**config.mk**
```make
export PLATFORM = sky130hd
export DESIGN_NAME = sbe_ram
export DESIGN_NICKNAME = d
export VERILOG_FILES = /design/src/sbe_ram.sv
export SDC_FILE = /design/constraint.sdc
export NUM_CORES = 2
export LEC_CHECK = 0
export BUFFER_PORTS_ARGS = -buffer_cell sky130_fd_sc_hd__buf_4
export CORE_ASPECT_RATIO = 1.75
export CORE_MARGIN = 5
export CORE_UTILIZATION = 45
export DETAILED_ROUTE_END_ITERATION = 6
export PLACE_DENSITY = 0.66
export SETUP_SLACK_MARGIN = 0.15
export SLEW_MARGIN = 20
export SYNTH_ARGS = -nofsm -noshare
export SYNTH_HDL_FRONTEND = slang
export SYNTH_SLANG_ARGS = --single-unit
```
**constraint.sdc**
```tcl
create_clock -name clk -period 6.1 [get_ports clk]
set_input_delay 0.305 -clock clk [delete_from_list [all_inputs] [get_ports clk]]
set_output_delay 0.305 -clock clk [all_outputs]
set_load 0.02 [all_outputs]
```
**src/sbe_ram.sv**
```systemverilog
// ----------------------------------------------------------------------------
// sbe_ram
// Generic single-port-write, single-port-read RAM with registered read data.
// ----------------------------------------------------------------------------
module sbe_ram #(
  parameter int WIDTH = 64,
  parameter int DEPTH = 64
) (
  input  logic                     clk,
  input  logic                     we,
  input  logic [$clog2(DEPTH)-1:0] waddr,
  input  logic [WIDTH-1:0]         wdata,
  input  logic [$clog2(DEPTH)-1:0] raddr,
  output logic [WIDTH-1:0]         rdata
);

  logic [WIDTH-1:0] mem [DEPTH];

  always_ff @(posedge clk) begin
    if (we) begin
      mem[waddr] <= wdata;
    end
    rdata <= mem[raddr];
  end

endmodule

```
==> results.sh <==
export IMPL_drc=5
export IMPL_internal_power_uw=45700
export IMPL_fillers=26669
export IMPL_numPortBuffers=141
export IMPL_hp_class="in2reg"
export IMPL_max_slew_margin_pct=22.1
export IMPL_place_congestion=0.805
export IMPL_met3_usage_pct=3.52
export IMPL_die_h_um=790
export IMPL_cp_common_cell="buf_4"
export IMPL_slew_viol_final=0
export IMPL_met1_usage_pct=29.0
export IMPL_synth_seq_area_share_pct=79.5
export IMPL_io_pin_count=142
export IMPL_yosys_top_cells_area="edfxtp_1 79%, mux4_2 15%, mux2i_1 0.86%, dfxtp_1 0.82%, a22oi_1 0.81%"
export IMPL_grt_max_degree=124
export IMPL_power_frac_seq_pct=54.9
export IMPL_viasPerCell=6.34
export IMPL_final_period_utilization_pct=45.6
export IMPL_initial_core_util_pct=45.1
export IMPL_crit_chain="buf_4, nor2b_1, nand3_1, nor2_4, buf_4"
export IMPL_rows=286
export IMPL_crit_path_max_fanout=28
export IMPL_fin_skew_ns=0.0722
export IMPL_power_uw=57800
export IMPL_cts_htree_levels=5
export IMPL_multi_input_area_sq_um=30800
export IMPL_first_iter_violations=9170
export IMPL_critPathSlowestCell="nor2_4"
export IMPL_antenna_found_initial=28
export IMPL_grt_met2_usage_pct=43.2
export IMPL_cpPeakStageDelay_ns=1.11
export IMPL_arrival_ns=3.25
export IMPL_finalSetupViolCount=0
export IMPL_cts_resized=0
export IMPL_core_area_sq_um=346000
export IMPL_tns_ns=0
export IMPL_synth_largest_area_cell="edfxtp_1"
export IMPL_final_cell_mix="4096 x edfxtp_1, 1024 x mux4_2, 359 x clkbuf_16"
export IMPL_fin_hold_ws_ns=0.0851
export IMPL_fp_dieArea_sq_um=360000
export IMPL_clk_pin_slew_worst_paths_ns=0.07
export IMPL_vdd_ir_drop_max_mv=0.221
export IMPL_critPathKind="in2reg"
export IMPL_place_hpwl_um=237000
export IMPL_rrSetupSlack_ns=3.90
export IMPL_regArea_sq_um=124000
export IMPL_grt_pass1_wl_um=609000
export IMPL_synthCells=6598
export IMPL_status="finished, violations left"
export IMPL_wl_per_cell_um=36.7
export IMPL_start_kind="input port"
export IMPL_wl_um=437000
export IMPL_dr_pass1_iters=7
export IMPL_ys_ff_latch=4160
export IMPL_nets=7074
export IMPL_design_area_sq_um=177000
export IMPL_grt_use_total_pct=24.0
export IMPL_yosysWarnings=0
export IMPL_cts_tree="yes"
export IMPL_via_count=75430
export IMPL_synth_cell_types=33
export IMPL_cp_required_ns=6.57
export IMPL_clockBufferDepth=4
export IMPL_finalHoldViolCount=0
export IMPL_p_per_area_nw_per_um2=327
export IMPL_cts_root_buffer="clkbuf_16"
export IMPL_clkLatencyLatePin_ns=0.95
export IMPL_rsz0062_at_grt="no"
export IMPL_cts_sinks=4160
export IMPL_mostFrequentLayoutCell="edfxtp_1"
export IMPL_pwr_share_comb_pct=4.9
export IMPL_cp_end_kind="flop"
export IMPL_final_min_clock_period_ns=2.78
export IMPL_tightest_slew_ns=1.17
export IMPL_leakage_uw=0.0546
export IMPL_synth_fp_nets=6676
export IMPL_syn_area_per_cell_sq_um=23.7
export IMPL_synth_area_sq_um=156000
export IMPL_grt_pass1_vias=77134
export IMPL_die_x_um=456
export IMPL_sw_frac_of_total_pct=21.0
export IMPL_clockPowerShare_pct=40.2
export IMPL_drive_above_1_share_pct=27.5
export IMPL_cap_violations=0
export IMPL_busiest_layer="met2"
export IMPL_violations="DRC"
export IMPL_synth_top_area_share_pct=78.7
export IMPL_power_switching_uw=12200
export IMPL_cts_buffers=352
export IMPL_grt_overflow_total=0
export IMPL_fmax_ghz=0.360
export IMPL_area_delta_synth_final_pct=13.0
export IMPL_utilization_pct=51.0
export IMPL_dpl_instance_area_sq_um=164000
export IMPL_final_antenna_net_count=0
## Yosys cell counts
cell type / instances
o221ai_1: 38
a31oi_1: 18
buf_1: 20
or3_1: 29
a2bb2oi_1: 19
a41oi_1: 26
clkbuf_1: 140
nand3_1: 45
a211oi_1: 63
buf_2: 170
o22ai_1: 83
mux4_2: 1024
buf_4: 34
nand4_1: 2
and2_1: 3
nand2_1: 58
a31o_1: 1
nor3_1: 2
inv_1: 19
edfxtp_1: 4096
dfxtp_1: 64
nand4b_1: 1
or3b_2: 1
and3_1: 64
a22oi_1: 168
nor2b_1: 28
buf_6: 6
mux2i_1: 135
nand2b_1: 11
nor2_1: 112
or2_2: 28
nand3b_1: 2
a22o_1: 88
## power groups by stage
stage	registers, uW	logic (uW)	clock network (uW)
global placement	32400	2740	0
global route	31800	2970	24700
CTS	31800	2850	23500
floorplan	32400	1470	0
detailed placement	32400	2800	0
finish	31800	2810	23200
## timing repair
action / CTS / global route
buffers inserted: 0 / 0
hold buffers: 65 / 0
hold endpoints to repair: 4097 / 0
## flip-flops by register name, summed over array words and instances, names as in the netlist
name and flops:
mem 4096, rdata 64
## metrics by stage
stage | std cells | setup WS (ns)
finish | 11902 | 3.32
global route | 11895 | 3.21
CTS | 11889 | 3.39
detailed placement | 11184 | 2.41
global placement | 11181 | 2.43
floorplan | 6598 | 0.359
## metal layers
| metal | part of all wire, % | wire (um) | vias up |
|---|---|---|---|
| li1 | - | - | 29218 |
| met1 | 34 | 147000 | 40958 |
| met2 | 53 | 233000 | 4294 |
| met3 | 8.1 | 35500 | 952 |
| met4 | 4.8 | 21200 | 8 |
| met5 | 0.013 | 58 | - |
## cell families after synthesis
kind of cell	after synthesis	synth area share (%)
mux	1159	15.6
buf+inv	389	1.18
simple gates	386	1.24
flops	4160	79.5
compound gates	504	2.48
## final timing paths
| kind | startpoint | to | cells past startpoint |
|---|---|---|---|
| max | waddr[2] | mem[29][22] | 5 |
| min | waddr[1] | mem[51][59] | 3 |
| max reg2reg | mem[10][16] | rdata[16] | 5 |
| min reg2reg | mem[39][46] | rdata[46] | 4 |
## worst max-delay path: cells and delay by family
family,cells,cell delay (ns)
buf+inv,2,0.93
simple gates,3,1.91
## layout make-up
| class | count | area share (%) |
|---|---|---|
| antenna | 12 | 0.0170 |
| clock buffer | 420 | 5.25 |
| clock inverter | 220 | 1.41 |
| inverter | 19 | 0.0404 |
| multi-input combinational | 2049 | 17.4 |
| sequential | 4160 | 70.3 |
| tap | 4608 | 3.26 |
| timing repair buffer | 414 | 2.28 |
Note: power is estimated with default switching activity, not from simulation.
